<file path="config.mk">
export PLATFORM = sky130hd
export DESIGN_NAME = elevator_order_controller_flat
export DESIGN_NICKNAME = d
export VERILOG_FILES = /design/src/hdl/eoc_pkg.sv /design/src/hdl/eoc_channels.sv /design/src/hdl/elevator_order_controller.sv /design/src/flat_wrapper.sv
export VERILOG_INCLUDE_DIRS = /design/src /design/src/hdl
export SDC_FILE = /design/constraint.sdc
export NUM_CORES = 1
export LEC_CHECK = 0
export ABC_AREA = 1
export BUFFER_PORTS_ARGS = -buffer_cell sky130_fd_sc_hd__buf_2
export CORE_ASPECT_RATIO = 1.1
export CORE_MARGIN = 3
export CORE_UTILIZATION = 35
export CTS_CLUSTER_SIZE = 8
export DETAILED_ROUTE_END_ITERATION = 8
export GPL_TIMING_DRIVEN = 1
export SLEW_MARGIN = 40
export SYNTH_ARGS = -nofsm -noshare
export SYNTH_HDL_FRONTEND = slang
export SYNTH_SLANG_ARGS = --single-unit
</file>
<file path="constraint.sdc">
create_clock -name clk -period 3 [get_ports clk]
set_input_delay 0.9 -clock clk [delete_from_list [all_inputs] [get_ports clk]]
set_output_delay 0.9 -clock clk [all_outputs]
set_load 0.01 [all_outputs]
</file>
<file path="src/hdl/assert_macros.svh">
// assertion macros used by the elevator order controller
`ifndef ASSERT_MACROS_SVH
`define ASSERT_MACROS_SVH

// property that must hold at every clock edge out of reset
`define EOC_ASSERT(label, prop, msg) \
    label: assert property (@(posedge clk) disable iff (!rst_n) (prop)) else $error(msg);

// condition now implies a condition in the next cycle
`define EOC_ASSERT_NEXT(label, pre, post, msg) \
    label: assert property (@(posedge clk) disable iff (!rst_n) (pre) |=> (post)) else $error(msg);

`endif

</file>
<file path="src/hdl/eoc_pkg.sv">
// types and constants of the elevator order controller
`default_nettype none

package eoc_pkg;

    localparam int FLOORS  = 4;
    localparam int FLOOR_W = $clog2(FLOORS);
    localparam int TICK_W  = 16;

    localparam logic [FLOORS-1:0] TOP_BIT    = FLOORS'(1) << (FLOORS - 1);
    localparam logic [FLOORS-1:0] BOTTOM_BIT = FLOORS'(1);
    localparam logic [FLOOR_W-1:0] TOP_FLOOR = FLOOR_W'(FLOORS - 1);

    localparam logic [TICK_W-1:0] DOOR_TICKS_RESET = TICK_W'(3);

    typedef logic signed [1:0] dir_t;
    localparam dir_t DIR_IDLE = 2'sb00;
    localparam dir_t DIR_UP   = 2'sb01;
    localparam dir_t DIR_DOWN = 2'sb11;

    typedef enum logic [1:0] {
        OP_SAMPLE  = 2'd0,
        OP_EXECUTE = 2'd1,
        OP_QUERY   = 2'd2,
        OP_TICK    = 2'd3
    } op_t;

    typedef enum logic [1:0] {
        MOTOR_NONE = 2'd0,
        MOTOR_UP   = 2'd1,
        MOTOR_DOWN = 2'd2,
        MOTOR_STOP = 2'd3
    } motor_t;

    typedef enum logic [1:0] {
        ST_IDLE,
        ST_SCAN,
        ST_FINISH
    } eoc_state_t;

endpackage

`default_nettype wire

</file>
<file path="src/hdl/eoc_channels.sv">
// command and response channel interfaces of the elevator order controller
`default_nettype none

interface eoc_cmd_if;
    import eoc_pkg::*;

    logic               valid;
    logic               ready;
    logic [1:0]         operation;
    logic               at_floor;
    logic [FLOOR_W-1:0] floor_position;
    logic               obstruction;
    logic [FLOORS-1:0]  cab_buttons;
    logic [FLOORS-1:0]  up_buttons;
    logic [FLOORS-1:0]  down_buttons;

    modport source (
        output valid, operation, at_floor, floor_position, obstruction,
               cab_buttons, up_buttons, down_buttons,
        input  ready
    );
    modport sink (
        input  valid, operation, at_floor, floor_position, obstruction,
               cab_buttons, up_buttons, down_buttons,
        output ready
    );
endinterface

interface eoc_rsp_if;
    import eoc_pkg::*;

    logic               valid;
    logic               ready;
    logic [1:0]         motor_command;
    logic               stopped_here;
    logic               door_open;
    logic               door_lamp;
    logic [FLOOR_W-1:0] floor_indicator;
    logic signed [1:0]  travel_direction;
    logic [FLOORS-1:0]  cab_orders;
    logic [FLOORS-1:0]  up_orders;
    logic [FLOORS-1:0]  down_orders;

    modport source (
        output valid, motor_command, stopped_here, door_open, door_lamp,
               floor_indicator, travel_direction, cab_orders, up_orders, down_orders,
        input  ready
    );
    modport sink (
        input  valid, motor_command, stopped_here, door_open, door_lamp,
               floor_indicator, travel_direction, cab_orders, up_orders, down_orders,
        output ready
    );
endinterface

`default_nettype wire

</file>
<file path="src/hdl/elevator_order_controller.sv">
// elevator order controller: order latching, floor scan sequencer and door timer
// execute at a valid floor runs from accept through a scan of every floor, one at a time
//   through the shared floor comparator, to a finish step that waits for a free output
//   register; every other operation goes from accept straight to finish; one transaction at a time
// a finished response is held in the output register while the next command is taken
// reset (async, active low): orders cleared, direction idle, door counter all ones,
//   door lamp off, indicator at floor zero, door open ticks back to 3
`default_nettype none

module elevator_order_controller (
    input  wire logic                  clk,
    input  wire logic                  rst_n,
    eoc_cmd_if.sink                    cmd,
    eoc_rsp_if.source                  rsp,
    input  wire logic                  cfg_write,
    input  wire logic [eoc_pkg::TICK_W-1:0] cfg_data
);
    import eoc_pkg::*;

    `include "assert_macros.svh"

    // sequencer
    eoc_state_t state_reg, state_next;

    // latched command
    op_t                op_reg;
    logic               exec_valid_reg;
    logic [FLOOR_W-1:0] loc_reg;
    logic               obst_reg;
    logic [FLOORS-1:0]  cab_btn_reg, up_btn_reg, down_btn_reg;

    // floor scan accumulators
    logic [FLOOR_W-1:0] idx_reg, idx_next;
    logic [FLOORS-1:0]  m_reg, m_next;
    logic               above_reg, above_next;
    logic               below_reg, below_next;
    logic               m_le_reg, m_le_next;

    // controller state; orders, direction, lamp and indicator are also shown on the response
    logic [FLOORS-1:0]  cab_reg, cab_next;
    logic [FLOORS-1:0]  up_reg, up_next;
    logic [FLOORS-1:0]  down_reg, down_next;
    dir_t               dir_reg, dir_next;
    logic [TICK_W-1:0]  elapsed_reg, elapsed_next;
    logic               lamp_reg, lamp_next;
    logic [FLOOR_W-1:0] ind_reg, ind_next;
    logic [TICK_W-1:0]  ticks_reg;

    // response register
    logic               out_valid_reg, out_valid_next;
    motor_t             motor_reg, motor_next;
    logic               stopped_reg, stopped_next;
    logic               door_reg, door_next;

    logic               accept;
    logic               finish;

    // shared floor comparator: scan index against the current floor
    logic               cmp_gt, cmp_lt;
    logic [FLOORS-1:0]  all_orders;

    assign accept     = cmd.valid && cmd.ready;
    assign cmd.ready  = (state_reg == ST_IDLE);
    assign finish     = (state_reg == ST_FINISH) && (!out_valid_reg || rsp.ready);
    assign cmp_gt     = idx_reg > loc_reg;
    assign cmp_lt     = idx_reg < loc_reg;
    assign all_orders = cab_reg | up_reg | down_reg;

    // motor command for a direction from a floor
    function automatic motor_t drive(dir_t dir, logic [FLOOR_W-1:0] loc);
        motor_t m;
        if (dir == DIR_IDLE)
            m = MOTOR_STOP;
        else if (dir == DIR_UP && loc != TOP_FLOOR)
            m = MOTOR_UP;
        else if (dir == DIR_DOWN && loc != '0)
            m = MOTOR_DOWN;
        else
            m = MOTOR_NONE;
        return m;
    endfunction

    always_ff @(posedge clk or negedge rst_n)
    begin
        if (!rst_n)
        begin
            state_reg     <= ST_IDLE;
            cab_reg       <= '0;
            up_reg        <= '0;
            down_reg      <= '0;
            dir_reg       <= DIR_IDLE;
            elapsed_reg   <= '1;
            lamp_reg      <= 1'b0;
            ind_reg       <= '0;
            ticks_reg     <= DOOR_TICKS_RESET;
            out_valid_reg <= 1'b0;
            idx_reg       <= '0;
        end
        else
        begin
            state_reg     <= state_next;
            cab_reg       <= cab_next;
            up_reg        <= up_next;
            down_reg      <= down_next;
            dir_reg       <= dir_next;
            elapsed_reg   <= elapsed_next;
            lamp_reg      <= lamp_next;
            ind_reg       <= ind_next;
            out_valid_reg <= out_valid_next;
            idx_reg       <= idx_next;
            if (cfg_write)
                ticks_reg <= cfg_data;
        end
    end

    // payload registers, no reset needed
    always_ff @(posedge clk)
    begin
        if (accept)
        begin
            op_reg         <= op_t'(cmd.operation);
            exec_valid_reg <= cmd.at_floor && (int'(cmd.floor_position) < FLOORS);
            loc_reg        <= cmd.floor_position;
            obst_reg       <= cmd.obstruction;
            cab_btn_reg    <= cmd.cab_buttons;
            up_btn_reg     <= cmd.up_buttons;
            down_btn_reg   <= cmd.down_buttons;
        end
        m_reg       <= m_next;
        above_reg   <= above_next;
        below_reg   <= below_next;
        m_le_reg    <= m_le_next;
        motor_reg   <= motor_next;
        stopped_reg <= stopped_next;
        door_reg    <= door_next;
    end

    always_comb
    begin
        logic   stop;
        dir_t   d;
        motor_t mot;

        state_next     = state_reg;
        idx_next       = idx_reg;
        m_next         = m_reg;
        above_next     = above_reg;
        below_next     = below_reg;
        m_le_next      = m_le_reg;
        cab_next       = cab_reg;
        up_next        = up_reg;
        down_next      = down_reg;
        dir_next       = dir_reg;
        elapsed_next   = elapsed_reg;
        lamp_next      = lamp_reg;
        ind_next       = ind_reg;
        motor_next     = motor_reg;
        stopped_next   = stopped_reg;
        door_next      = door_reg;
        out_valid_next = out_valid_reg && !rsp.ready;
        stop           = 1'b0;
        d              = dir_reg;
        mot            = MOTOR_NONE;

        unique case (state_reg)
            ST_IDLE:
            begin
                if (accept)
                begin
                    idx_next   = '0;
                    above_next = 1'b0;
                    below_next = 1'b0;
                    m_le_next  = 1'b0;
                    // first nonempty mask, cab then up then down
                    if (cab_reg != '0)
                        m_next = cab_reg;
                    else if (up_reg != '0)
                        m_next = up_reg;
                    else
                        m_next = down_reg;
                    if (op_t'(cmd.operation) == OP_EXECUTE && cmd.at_floor &&
                        int'(cmd.floor_position) < FLOORS)
                        state_next = ST_SCAN;
                    else
                        state_next = ST_FINISH;
                end
            end
            ST_SCAN:
            begin
                // one floor per cycle: orders ahead, behind, and the first order at or below
                above_next = above_reg || (all_orders[idx_reg] && cmp_gt);
                below_next = below_reg || (all_orders[idx_reg] && cmp_lt);
                m_le_next  = m_le_reg  || (m_reg[idx_reg] && !cmp_gt);
                if (idx_reg == TOP_FLOOR)
                    state_next = ST_FINISH;
                else
                    idx_next = idx_reg + FLOOR_W'(1);
            end
            ST_FINISH:
            begin
                if (finish)
                begin
                    state_next     = ST_IDLE;
                    out_valid_next = 1'b1;
                    motor_next     = MOTOR_NONE;
                    stopped_next   = 1'b0;
                    door_next      = 1'b0;
                    unique case (op_reg)
                        OP_SAMPLE:
                        begin
                            cab_next  = cab_reg | cab_btn_reg;
                            up_next   = up_reg | (up_btn_reg & ~TOP_BIT);
                            down_next = down_reg | (down_btn_reg & ~BOTTOM_BIT);
                        end
                        OP_EXECUTE:
                        begin
                            if (exec_valid_reg)
                            begin
                                stop = cab_reg[loc_reg] ||
                                       (up_reg[loc_reg] && dir_reg != DIR_DOWN) ||
                                       (down_reg[loc_reg] && dir_reg != DIR_UP);
                                if (stop)
                                begin
                                    // stop: open the door and clear the served orders
                                    ind_next              = loc_reg;
                                    elapsed_next          = '0;
                                    cab_next[loc_reg]     = 1'b0;
                                    if (dir_reg != DIR_DOWN)
                                        up_next[loc_reg]  = 1'b0;
                                    if (dir_reg != DIR_UP)
                                        down_next[loc_reg] = 1'b0;
                                    if ((dir_reg == DIR_UP && !above_reg) ||
                                        (dir_reg == DIR_DOWN && !below_reg))
                                        dir_next = DIR_IDLE;
                                    stopped_next = 1'b1;
                                    motor_next   = MOTOR_STOP;
                                end
                                else if (dir_reg == DIR_IDLE)
                                begin
                                    // start a run toward the first pending order
                                    if (m_reg != '0)
                                    begin
                                        d          = m_le_reg ? DIR_DOWN : DIR_UP;
                                        dir_next   = d;
                                        motor_next = drive(d, loc_reg);
                                    end
                                end
                                else
                                begin
                                    // moving on: idle when nothing is ahead or at the end floor
                                    if ((dir_reg == DIR_UP && !above_reg) ||
                                        (dir_reg == DIR_DOWN && !below_reg))
                                        d = DIR_IDLE;
                                    if (loc_reg == '0 && d == DIR_DOWN)
                                        d = DIR_IDLE;
                                    if (loc_reg == TOP_FLOOR && d == DIR_UP)
                                        d = DIR_IDLE;
                                    mot        = drive(d, loc_reg);
                                    dir_next   = d;
                                    motor_next = mot;
                                end
                            end
                        end
                        OP_QUERY:
                        begin
                            if (elapsed_reg < ticks_reg)
                            begin
                                lamp_next = 1'b1;
                                door_next = 1'b1;
                            end
                            else if (obst_reg)
                                door_next = 1'b1;
                            else
                                lamp_next = 1'b0;
                        end
                        OP_TICK:
                        begin
                            if (elapsed_reg != '1)
                                elapsed_next = elapsed_reg + TICK_W'(1);
                        end
                        default:
                        begin
                        end
                    endcase
                end
            end
            default:
            begin
                state_next = ST_IDLE;
            end
        endcase
    end

    // state only moves at finish, which also loads the response, so the state
    // registers show the state after the step while the response waits
    assign rsp.valid            = out_valid_reg;
    assign rsp.motor_command    = motor_reg;
    assign rsp.stopped_here     = stopped_reg;
    assign rsp.door_open        = door_reg;
    assign rsp.door_lamp        = lamp_reg;
    assign rsp.floor_indicator  = ind_reg;
    assign rsp.travel_direction = dir_reg;
    assign rsp.cab_orders       = cab_reg;
    assign rsp.up_orders        = up_reg;
    assign rsp.down_orders      = down_reg;

    // a stop always reports a stop command to the motor
    `EOC_ASSERT(a_stop_motor, !(rsp.valid && rsp.stopped_here) || (rsp.motor_command == MOTOR_STOP), "stop without motor stop")
    // the cab order at the floor just served is cleared
    `EOC_ASSERT(a_stop_clears, !(rsp.valid && rsp.stopped_here) || !rsp.cab_orders[rsp.floor_indicator], "served cab order still pending")
    // direction never takes the unused code
    `EOC_ASSERT(a_dir_code, dir_reg != 2'sb10, "bad direction code")
    // the scan runs on until the top floor has been visited
    `EOC_ASSERT_NEXT(a_scan_runs, state_reg == ST_SCAN && idx_reg != TOP_FLOOR, state_reg == ST_SCAN && !cmd.ready, "scan cut short")

endmodule

`default_nettype wire

</file>
<file path="src/flat_wrapper.sv">
// flat-port wrapper written by rule: the top's interface ports become plain ports
module elevator_order_controller_flat import eoc_pkg::*;
  (clk, rst_n, cfg_write, cfg_data, cmd_valid, cmd_operation, cmd_at_floor, cmd_floor_position, cmd_obstruction, cmd_cab_buttons, cmd_up_buttons, cmd_down_buttons, cmd_ready, rsp_valid, rsp_motor_command, rsp_stopped_here, rsp_door_open, rsp_door_lamp, rsp_floor_indicator, rsp_travel_direction, rsp_cab_orders, rsp_up_orders, rsp_down_orders, rsp_ready);
  eoc_cmd_if cmd_i ();
  eoc_rsp_if rsp_i ();
  input  wire logic clk;
  input  wire logic rst_n;
  input  wire logic cfg_write;
  input  wire logic [eoc_pkg::TICK_W-1:0] cfg_data;
  input wire logic [$bits(cmd_i.valid)-1:0] cmd_valid;
  input wire logic [$bits(cmd_i.operation)-1:0] cmd_operation;
  input wire logic [$bits(cmd_i.at_floor)-1:0] cmd_at_floor;
  input wire logic [$bits(cmd_i.floor_position)-1:0] cmd_floor_position;
  input wire logic [$bits(cmd_i.obstruction)-1:0] cmd_obstruction;
  input wire logic [$bits(cmd_i.cab_buttons)-1:0] cmd_cab_buttons;
  input wire logic [$bits(cmd_i.up_buttons)-1:0] cmd_up_buttons;
  input wire logic [$bits(cmd_i.down_buttons)-1:0] cmd_down_buttons;
  output wire logic [$bits(cmd_i.ready)-1:0] cmd_ready;
  output wire logic [$bits(rsp_i.valid)-1:0] rsp_valid;
  output wire logic [$bits(rsp_i.motor_command)-1:0] rsp_motor_command;
  output wire logic [$bits(rsp_i.stopped_here)-1:0] rsp_stopped_here;
  output wire logic [$bits(rsp_i.door_open)-1:0] rsp_door_open;
  output wire logic [$bits(rsp_i.door_lamp)-1:0] rsp_door_lamp;
  output wire logic [$bits(rsp_i.floor_indicator)-1:0] rsp_floor_indicator;
  output wire logic [$bits(rsp_i.travel_direction)-1:0] rsp_travel_direction;
  output wire logic [$bits(rsp_i.cab_orders)-1:0] rsp_cab_orders;
  output wire logic [$bits(rsp_i.up_orders)-1:0] rsp_up_orders;
  output wire logic [$bits(rsp_i.down_orders)-1:0] rsp_down_orders;
  input wire logic [$bits(rsp_i.ready)-1:0] rsp_ready;
  assign cmd_i.valid = cmd_valid;
  assign cmd_i.operation = cmd_operation;
  assign cmd_i.at_floor = cmd_at_floor;
  assign cmd_i.floor_position = cmd_floor_position;
  assign cmd_i.obstruction = cmd_obstruction;
  assign cmd_i.cab_buttons = cmd_cab_buttons;
  assign cmd_i.up_buttons = cmd_up_buttons;
  assign cmd_i.down_buttons = cmd_down_buttons;
  assign cmd_ready = cmd_i.ready;
  assign rsp_valid = rsp_i.valid;
  assign rsp_motor_command = rsp_i.motor_command;
  assign rsp_stopped_here = rsp_i.stopped_here;
  assign rsp_door_open = rsp_i.door_open;
  assign rsp_door_lamp = rsp_i.door_lamp;
  assign rsp_floor_indicator = rsp_i.floor_indicator;
  assign rsp_travel_direction = rsp_i.travel_direction;
  assign rsp_cab_orders = rsp_i.cab_orders;
  assign rsp_up_orders = rsp_i.up_orders;
  assign rsp_down_orders = rsp_i.down_orders;
  assign rsp_i.ready = rsp_ready;
  elevator_order_controller u_core (.clk(clk), .rst_n(rst_n), .cmd(cmd_i), .rsp(rsp_i), .cfg_write(cfg_write), .cfg_data(cfg_data));
endmodule
</file>
# After elaboration in Yosys (flattened, before gate mapping)
# Index checks and enable logic that the tools add are counted.
# word_totals
mem_bits_ro	0
elab_cells	211
output_inout_bits	23
ram_bits	0
reg_bits	82
latchBits	0
in_bits	39
mem_count	0
# classes
n_mul	0
magnitude_cmp	6
shift	0
add_sub_neg	2
reduce_logical	56
n_div	0
mux	82
n_eq_ne	31
bitwise	9
# ops
cell	count
$mux W2	40
$mux W16	3
$mux W4	10
$pmux W16 S2	1
$pmux W4 S2	3
$eq A2 B2 Y1 const B	9
$logic_and A1 B1 Y1	18
$reduce_and A6 Y1	3
$add A16 B1 Y16 const B	1
$lt A16 B16 Y1	1
$ne A16 B16 Y1 const B	1
$ne A2 B1 Y1 const B	8
$or A4 B4 Y4	4
$reduce_and A5 Y1	3
$eq A2 B1 Y1 const B	7
$mux W1	14
$and A4 B4 Y4	3
$logic_not A2 Y1	6
$reduce_bool A4 Y1	3
$bmux W1 S2	5
$ne A2 B2 Y1 const B	5
$reduce_and A2 Y1	4
$reduce_bool A2 Y1	4
$logic_or A1 B1 Y1	7
other kinds (15)	23

# Depth between registers and ports, before layout
# Gate-level depths: netlist (run 1).
# logic_depth
word_depth	35
depth_mapped	14
mapped_depth_nobuf	12

# Worst setup path after synthesis (run 1)
# OpenSTA, ideal clock, no wires.
# synth_path
path_kind	input to register
startpoint	input port cmd_valid
endpoint	register u_core.idx_reg[0]
slack_ns	0.714
n_path_buf	0
arrival_ns	2.156
required_ns	2.869
stages	5
setup_ns	0.131
cell_sequence	inv_1 nor2_1 nor2_1 nand2_1 o21ai_0
# synth_between
elab_chain_len	3
# synth_lines
item	line	source
start: declaration	flat_wrapper.sv:10	input wire logic [$bits(cmd_i.valid)-1:0] cmd_valid;
$logic_and A1 B1 Y1	elevator_order_controller.sv:62	assign accept = cmd.valid && cmd.ready;
via u_core.accept	elevator_order_controller.sv:55	logic accept;
$ne A2 B2 Y1 (no source line)	-	
$reduce_and A3 Y1 (no source line)	-	
end signal: assignment	elevator_order_controller.sv:110	idx_reg <= idx_next;
end: declaration	elevator_order_controller.sv:33	logic [FLOOR_W-1:0] idx_reg, idx_next;
# The timed path passes the listed nets, and every way through them passes these cells.
# A chain may end at the register's enable or synchronous reset.

# Final worst setup path (run 1)
# layout_path
startpoint	register u_core.loc_reg[0]
endpoint	register u_core.elapsed_reg[9]
# layout_between
elab_chain_len	7
word_cells_on_any_way	12
classes_between	eq/ne (1); mux (6); reduce/logical (5)
# layout_lines
item	line	source
start: declaration	elevator_order_controller.sv:28	logic [FLOOR_W-1:0] loc_reg;
start signal: assignment	elevator_order_controller.sv:123	loc_reg <= cmd.floor_position;
$bmux W1 S2	elevator_order_controller.sv:220	(up_reg[loc_reg] && dir_reg != DIR_DOWN) ||
$mux W1 (not written as such)	elevator_order_controller.sv:220	
$logic_and A1 B1 Y1	elevator_order_controller.sv:220	
$logic_or A1 B1 Y1	elevator_order_controller.sv:219	stop = cab_reg[loc_reg] ||
$logic_or A1 B1 Y1 *	elevator_order_controller.sv:220	
$ne A2 B1 Y1 (no source line) *	-	
$reduce_and A6 Y1 (no source line) *	-	
end signal: assignment	elevator_order_controller.sv:106	elapsed_reg <= elapsed_next;
end: declaration	elevator_order_controller.sv:44	logic [TICK_W-1:0] elapsed_reg, elapsed_next;
# Every way passes the cells marked *; elsewhere a longest branch is shown, timed or not. The select of a mux whose other input is x is not followed.

==> results of run 1 <==
==> power breakdown <==
group	switching, mW	internal (mW)	leakage [nW]
combinational	0.852	0.439	1.44
clock	0.445	0.725	0.152
sequential	0.247	1.43	0.880
==> per-layer routing <==
layer	vias to the layer above	wire length (µm)
li1	1990	-
met1	1870	5130
met2	88	5280
met3	11	543
met4	0	115
met5	-	0
==> layout by cell type, fill, tap and decap left out, types with 9 or more instances in the layout <==
cell,netlist,layout
nand2_1,151,151
clkbuf_16,0,9
o21ai_0,47,47
nand4_1,14,14
a21oi_1,17,17
buf_2,3,59
inv_2,9,9
o21ai_1,10,10
dfstp_2,18,18
edfxtp_1,27,27
ha_1,19,19
nand3_1,34,34
nand2_2,14,14
dfrtp_1,36,36
nor2_1,56,55
inv_1,57,57
==> worst paths after layout <==
| path | start | endpoint | depth (start not counted) | slack (ns) |
|---|---|---|---|---|
| setup reg to reg | u_core.loc_reg[0] | u_core.elapsed_reg[9] | 11 | 0.86 |
| setup / recovery | u_core.loc_reg[0] | u_core.elapsed_reg[9] | 11 | 0.86 |
| max in group asynchronous | rst_n | u_core.elapsed_reg[14] | 2 | 1.94 |
| hold reg to reg | u_core.rsp.floor_indicator[0] | u_core.rsp.floor_indicator[0] | 2 | 0.49 |
| min in group clk | u_core.rsp.floor_indicator[0] | u_core.rsp.floor_indicator[0] | 2 | 0.49 |
| hold / removal | rst_n | u_core.ticks_reg[8] | 1 | 0.47 |
==> stage by stage <==
stage                     std cells  hold WS [ns]
after global routing            790         0.501
after detailed placement        774         0.479
after floorplan                 565         0.454
final                           790         0.474
after global placement          774         0.474
after CTS                       790         0.476
==> cells by family (layout without fill, tap and decap cells) <==
logic type,after synthesis,count (layout),share of synthesized area
adder cells (fa/ha/maj),19,19,0.0515
AO/OA/AOI/OAI,86,86,0.103
AND/OR/NAND/NOR,291,291,0.283
buffers and inverters,79,147,0.0716
XOR/XNOR,9,9,0.0171
flip-flops,81,81,0.474
==> cell type report <==
class                           count  area [µm²]
Sequential cell                    81        2180
Inverter                           66         248
Clock buffer                       10         229
Multi-Input combinational cell    405        2100
Tap cell                          157         196
Clock inverter                      6        81.3
Fill cell                        1277        7360
Timing Repair Buffer               65         353
==> worst reg2reg max path, delay by kind of cell, from the launching register on <==
| family | cells | cell delay [ns] |
|---|---|---|
| DFF | 1 | 0.65 |
| and+or+nand+nor | 10 | 1.28 |
| buffers and inverters | 1 | 0.15 |
==> results.yml, run 1 <==
critical_path:
  slowest_stage: "edfxtp_1"
  start_kind: "register"
  path_cells: "nand2_1, inv_2, nand2_1, nand2_1, nor2_4, nand3_4, nand2_2, nand2_4, nand2_4, nand2_1, nand2_1"
  cp_common_cell: "nand2_1"
  cp_data_required_time_ns: 3.27
  crit_path_end_kind: "register"
  worstSetupPathType: "reg -> reg"
  cp_max_fo: 25
  arrival_ns: 2.41
  max_stage_delay_ns: 0.65
  cp_top_family: "simple AND/OR/NAND/NOR gates"
  worst-path-buf-inv: 1
drt:
  drc: 0
  wirelength_um: 11100
  ant_nets: 0
  wl_per_cell_um: 14.0
  routed_via_density: 5.01
  vias: 3959
  drt_first_pass_iters: 4
  drtIter0Drc: 166
sta:
  skew_ns: 0.00603
  max_freq_mhz: 467
  period_share: 0.713
  hold_violations: 0
  setup_ws_ns: 0.860
  layout_min_cycle_time_ns: 2.14
  slew_headroom: 0.618
  rsz0062_at_grt: "no"
  tns_ns: 0
  final_max_slew_viol_count: 0
  tightest_slew_ns: 0.567
  setup_viol: 0
grt:
  grt_pass1_vias: 3985
  grt_use_met2: 0.265
  met3_usage: 0.0296
  grt_pass1_wl_um: 19000
  antenna_found_initial: 0
  grtUsageMet1: 0.213
  grt_overflow_total: 0
  grt_util_all_layers: 0.163
  grt_max_degree: 33
  busiest_layer: "met2"
placed_design:
  dpl.hpwl_um: 8420
  post-place-ws_ns: 0.539
  dpl_cell_area_um2: 5080
  portBuffers: 59
  place_congestion: 0.851
synthesis:
  synth.most_common_cell: "nand2_1"
  synth_edf_count: 27
  yosys.area.top_type: "dfrtp_1"
  synth_seq_cells: 81
  synth_top_area_frac: 0.195
  synth_warnings: 0
  ys.flop_type: "dfrtp_1"
  synth_area_um2: 4610
  syn_avg_cell_area_um2: 8.16
  synthCells: 565
  synthArstFlopShare: 0.667
  yosysSeqAreaShare: 0.474
  synth_cell_types: 39
  syn_nets: 623
  synth.top_cells.by_area: "dfrtp_1 (20%), edfxtp_1 (18%), nand2_1 (12%)"
  synth_commonest_cells: "nand2_1 (151), inv_1 (57), nor2_1 (56)"
clock_tree:
  cts-htree-levels: 3
  cts_buffer_depth: 2
  cts_resized: 0
  clk_pin_slew_ns: 0.06
  cts_root_buf: "clkbuf_16"
  cts_setup_buffers: 0
  cts_buffers: 9
  hold_buffers: 0
  cts_tree: "yes"
  cts_num_sinks: 81
  clock_latency_ns: 0.34
die:
  dieArea_um2: 14600
  io_pins: 62
  core_area_um2: 12800
  rows: 43
  die_w_um: 115
  die_h_um: 126
  initial_core_util: 0.362
pwr:
  leakage_nw: 2.48
  p_per_area_nw_per_um2: 768
  finalPower_mw: 4.14
  peakVddDrop_mv: 0.312
layout:
  n_antenna_cell: 0
  drive_gt1_frac: 0.209
  syn2layout_area_growth_pct: 16.9
  finish.utilization: 0.423
  final_nets: 686
  final_area_um2: 5390
job:
  maxCapViolations: 0
hold_path:
  hold_path_class: "in -> async"
run_status:
  outcome: "completed"
Note: power is estimated with default switching activity, not from simulation.
==> run 2: changes to the inputs <==
clock period = 2 ns   (was 3 ns; I/O delays follow)
==> results.yml, run 2 (synthesized netlist as in run 1, its figures left out) <==
placed_design:
  portBuffers: 59
  dpl.hpwl_um: 8520
  dpl_cell_area_um2: 5190
  post-place-ws_ns: 0.0109
  place_congestion: 0.852
critical_path:
  reg2reg_from: "u_core.elapsed_reg[0]"
  cp_data_required_time_ns: 2.29
  start_kind: "register"
  reg2regPathDepth: 9
  r2r_end: "u_core.elapsed_reg[13]"
  arrival_ns: 2.16
  crit_path_end_kind: "register"
  worstSetupPathType: "reg -> reg"
  cp_max_fo: 16
  rrSetupSlack_ns: 0.13
pwr:
  seqPwrFrac: 0.388
  netSwitchingFraction: 0.369
  finalPower_mw: 6.36
  combPwrFrac: 0.339
  peakVddDrop_mv: 0.690
  pwr-share-clk: 0.273
  leakage_nw: 2.55
  p_sw_mw: 2.35
  p_int_mw: 4.02
  p_per_area_nw_per_um2: 1150
sta:
  max_freq_mhz: 535
  skew_ns: 0.00676
  slew_headroom: 0.643
  period_share: 0.934
  setup_viol: 0
  setup_ws_ns: 0.132
  tns_ns: 0
  final_max_slew_viol_count: 0
  tightest_slew_ns: 0.531
  hold_violations: 0
  rsz0062_at_grt: "no"
  layout_min_cycle_time_ns: 1.87
grt:
  grt_max_degree: 55
  antenna_found_initial: 0
  grtUsageMet1: 0.203
  grt_pass1_vias: 3968
  grt_pass1_wl_um: 18600
  grt_use_met2: 0.267
  grt_overflow_total: 0
  met3_usage: 0.0291
  busiest_layer: "met2"
  grt_util_all_layers: 0.161
layout:
  multiInputGateArea_um2: 2100
  n_antenna_cell: 0
  final_cell_mix: "nand2_1 (151), buf_2 (59), inv_1 (57)"
  final_nets: 700
  regArea_um2: 2180
  final_common_cell: "nand2_1"
  syn2layout_area_growth_pct: 19.8
  drive_gt1_frac: 0.229
  fillerInstances: 1232
  final_area_um2: 5520
die:
  rows: 43
  core_area_um2: 12800
  initial_core_util: 0.362
  die_w_um: 115
  die_h_um: 126
  io_pins: 62
  dieArea_um2: 14600
clock_tree:
  cts_tree: "yes"
  cts_num_sinks: 81
  cts-htree-levels: 3
  clock_latency_ns: 0.34
  clk_pin_slew_ns: 0.06
  cts_buffers: 9
  hold_buffers: 0
  cts_buffer_depth: 2
  cts_root_buf: "clkbuf_16"
drt:
  wl_per_cell_um: 13.8
  ant_nets: 0
  routed_via_density: 4.99
  drc: 0
  drtIter0Drc: 246
  drt_first_pass_iters: 5
  wirelength_um: 11100
  vias: 4010
job:
  maxCapViolations: 0
run_status:
  outcome: "completed"
hold_path:
  hold_path_class: "in -> async"
run 2: area by class of cell:
type                            count  area share
Sequential cell                    81       0.395
Multi-Input combinational cell    405       0.381
Timing Repair Buffer               79      0.0874
Inverter                           66      0.0448
Clock buffer                        9      0.0408
Tap cell                          157      0.0356
Clock inverter                      7      0.0154
run 2: repair_timing:
| action | CTS | global route |
|---|---|---|
| setup buffers | 0 | 1 |
| setup endpoints to repair | 0 | 25 |
| endpoints found under the hold margin | 0 | 0 |
| gates resized for setup | 0 | 1 |
run 2: how the worst max path moves through the flow:
stage / start / cells past startpoint / to
4_1_cts: u_core.loc_reg[0] / 10 / u_core.rsp.travel_direction[0]
3_3_place_gp: rsp_ready / 8 / u_core.rsp.down_orders[0]
3_5_place_dp: rsp_ready / 9 / u_core.rsp.travel_direction[0]
6_report: u_core.elapsed_reg[0] / 9 / u_core.elapsed_reg[13]
2_1_floorplan: u_core.elapsed_reg[0] / 10 / u_core.elapsed_reg[12]
5_1_grt: u_core.elapsed_reg[0] / 9 / u_core.elapsed_reg[11]
run 2: metrics by stage:
stage,cells,hold slack (ns),util
2_1_floorplan,565,0.304,-
3_3_place_gp,787,0.480,0.407
3_5_place_dp,787,0.482,0.407
4_1_cts,803,0.255,0.431
5_1_grt,804,0.279,0.433
6_report,804,0.252,0.433
run 2: power by group through the flow:
stage / combinational [mW] / clock, mW / sequential [mW]
detailed placement: 2.13 / 0 / 2.51
global route: 2.44 / 1.84 / 2.52
finish: 2.15 / 1.74 / 2.47
floorplan: 1.29 / 0 / 2.51
CTS: 2.14 / 1.79 / 2.48
global placement: 2.09 / 0 / 2.51
run 2: critical path, cell delays in order (launching register included):
cell and delay [ns]:
dfstp_2 0.54, ha_1 0.19, nand2_1 0.08, nor2_1 0.14
nand2_1 0.13, nor3b_2 0.25, a21oi_4 0.10, nand2_4 0.22
nand2_1 0.08, nand2_1 0.08
run 2: layer usage:
metal,share of wire,vias up,wire length (µm)
met1,0.44,1847,4870
met3,0.057,22,636
met2,0.48,127,5300
li1,-,2014,-
met5,0,-,0
met4,0.028,0,315
==> run 3: changes to the inputs <==
ABC_AREA = default   (was 1)
==> results.yml, run 3 <==
sta:
  holdWs_ns: 0.253
  rsz0062_at_grt: "yes"
  hold_violations: 0
  slew_headroom: 0.658
  final_max_slew_viol_count: 0
  period_share: 1.16
  setup_ws_ns: -0.320
  skew_ns: 0.00947
  layout_min_cycle_time_ns: 2.32
  tightest_slew_ns: 0.508
  setup_viol: 34
  max_freq_mhz: 431
synthesis:
  synthAdderAreaFrac: 0.0569
  ys.flop_type: "dfrtp_1"
  synth.top_cells.by_area: "dfrtp_1 (22%), edfxtp_1 (19%), dfstp_2 (11%)"
  synth_top_family_by_area: "simple AND/OR/NAND/NOR gates"
  synthCells: 386
  synth_top_area_frac: 0.215
  synth.most_common_cell: "nand2_1"
  synth_edf_count: 27
  syn_nets: 444
  synthArstFlopShare: 0.667
  synth_seq_cells: 81
  synth_simple_gate_area_share: 0.164
  synthXorXnorAreaFrac: 0.00209
  synth_warnings: 0
  muxShareOfSynthArea: 0.0545
  syn_avg_cell_area_um2: 10.8
  yosys.area.top_type: "dfrtp_1"
  synth_compound_area_frac: 0.161
  synth_commonest_cells: "nand2_1 (38), dfrtp_1 (36), edfxtp_1 (27)"
  yosysSeqAreaShare: 0.522
  synth_cell_types: 53
  synth_area_um2: 4180
pwr:
  netSwitchingFraction: 0.313
  finalPower_mw: 5.94
  p_sw_mw: 1.86
  combPwrFrac: 0.316
  seqPwrFrac: 0.383
  leakage_nw: 2.53
  p_per_area_nw_per_um2: 1020
  pwr-share-clk: 0.301
  p_int_mw: 4.08
  peakVddDrop_mv: 0.485
drt:
  wirelength_um: 10700
  drtIter0Drc: 163
  ant_nets: 0
  drt_first_pass_iters: 5
  routed_via_density: 5.26
  wl_per_cell_um: 16.0
  vias: 3508
  drc: 0
layout:
  n_antenna_cell: 0
  final_cell_mix: "buf_2 (59), buf_4 (53), dfrtp_1 (32)"
  final_common_cell: "buf_2"
  syn2layout_area_growth_pct: 39.0
  finalNonFillerCells: 667
  final_nets: 570
  drive_gt1_frac: 0.433
  finish.utilization: 0.501
  fillerInstances: 1074
die:
  die_h_um: 121
  io_pins: 62
  die_w_um: 110
  initial_core_util: 0.361
  core_area_um2: 11600
  dieArea_um2: 13300
  rows: 41
grt:
  grt_max_degree: 55
  grt_overflow_total: 0
  grt_util_all_layers: 0.166
  grt_pass1_vias: 3566
  grt_pass1_wl_um: 17000
  antenna_found_initial: 0
critical_path:
  cp_top_family: "simple AND/OR/NAND/NOR gates"
  start_kind: "register"
  worstSetupPathType: "reg -> reg"
  slowest_stage: "edfxtp_1"
  max_stage_delay_ns: 0.52
  path_cells: "mux4_2, nor2_4, a221oi_4, buf_4, nor2_4, or4_4, a21oi_2"
  worst-path-buf-inv: 1
  cp_max_fo: 6
  crit_path_end_kind: "register"
  cp_common_cell: "nor2_4"
  arrival_ns: 2.60
  cp_data_required_time_ns: 2.28
placed_design:
  dpl.cell_count: 637
  dpl.hpwl_um: 7300
  place_congestion: 0.844
  post-place-ws_ns: -0.319
  portBuffers: 59
clock_tree:
  cts_num_sinks: 81
  cts_buffer_depth: 2
  clk_pin_slew_ns: 0.06
  clock_latency_ns: 0.34
  hold_buffers: 0
  cts_buffers: 9
  cts_root_buf: "clkbuf_16"
  cts_tree: "yes"
  cts-htree-levels: 3
run_status:
  failed_checks: "setup timing"
  outcome: "finished with violations"
hold_path:
  hold_path_class: "in -> async"
job:
  maxCapViolations: 0
==> run 3: cell types whose count changed after synthesis, sizes merged, moves of 12 or more <==
cell	previous run	this run
inv	66	26
nand2	167	38
nand2b	0	12
nand3	35	8
nor2	61	24
o21ai	58	28
==> run 3: kinds of logic (layout without fill, tap and decap cells) <==
group | count (synthesis) | count (layout)
AND/OR/NAND/NOR | 132 | 132
AO/OA/AOI/OAI | 100 | 102
flip-flops | 81 | 81
buffers and inverters | 40 | 169
adder cells (fa/ha/maj) | 19 | 19
multiplexers | 13 | 13
XOR/XNOR | 1 | 1
==> run 3: power by group through the flow <==
| stage | clock network, mW | registers (mW) | logic, mW |
|---|---|---|---|
| floorplan | 0 | 2.36 | 0.799 |
| global placement | 0 | 2.29 | 1.62 |
| detailed placement | 0 | 2.29 | 1.66 |
| CTS | 1.82 | 2.27 | 1.74 |
| global route | 1.89 | 2.31 | 2.05 |
| finish | 1.79 | 2.28 | 1.88 |
==> run 3: worst paths after layout <==
path / depth (start not counted) / slack [ns] / startpoint / endpoint
worst min register to register: 1 / 0.47 / u_core.cab_btn_reg[1] / u_core.rsp.cab_orders[1]
worst max-delay path: 7 / -0.32 / u_core.loc_reg[0] / u_core.elapsed_reg[14]
worst max register to register: 7 / -0.32 / u_core.loc_reg[0] / u_core.elapsed_reg[14]
worst min-delay path: 2 / 0.25 / rst_n / u_core.ticks_reg[4]
min in group clk: 1 / 0.43 / cmd_up_buttons[0] / u_core.up_btn_reg[0]
max in group asynchronous: 2 / 1.44 / rst_n / u_core.elapsed_reg[14]
==> run 3: timing repair <==
item                                    4_1_cts  5_1_grt
cloned                                        1        3
pin swaps                                    17       27
setup buffers                                 7        4
resized for setup                            12       48
endpoints found under the setup margin       36       39
==> run 3: final cells by class <==
cell class	instances	area [µm²]	share of cell area
multi-input combinational	267	2090	0.360
timing repair buffer	127	925	0.159
inverter	26	97.6	0.0168
clock inverter	6	81.3	0.0140
clock buffer	10	239	0.0411
sequential	81	2190	0.377
tap	150	188	0.0323
==> run 3: through the flow <==
| stage | cell area (µm²) | setup TNS, ns |
|---|---|---|
| floorplan | 4220 | -0.206 |
| global placement | 5080 | -5.59 |
| detailed placement | 5080 | -6.47 |
| finish | 5810 | -6.85 |
| CTS | 5500 | -5.50 |
| global route | 5810 | -9.53 |
==> run 3: per-layer routing <==
layer / up-vias / GRT usage / share of wire
li1: 1684 / - / -
met1: 1716 / 0.201 / 0.43
met2: 95 / 0.284 / 0.52
met3: 13 / 0.0363 / 0.042
met4: 0 / 0.0616 / 0.016
met5: - / 0 / 0
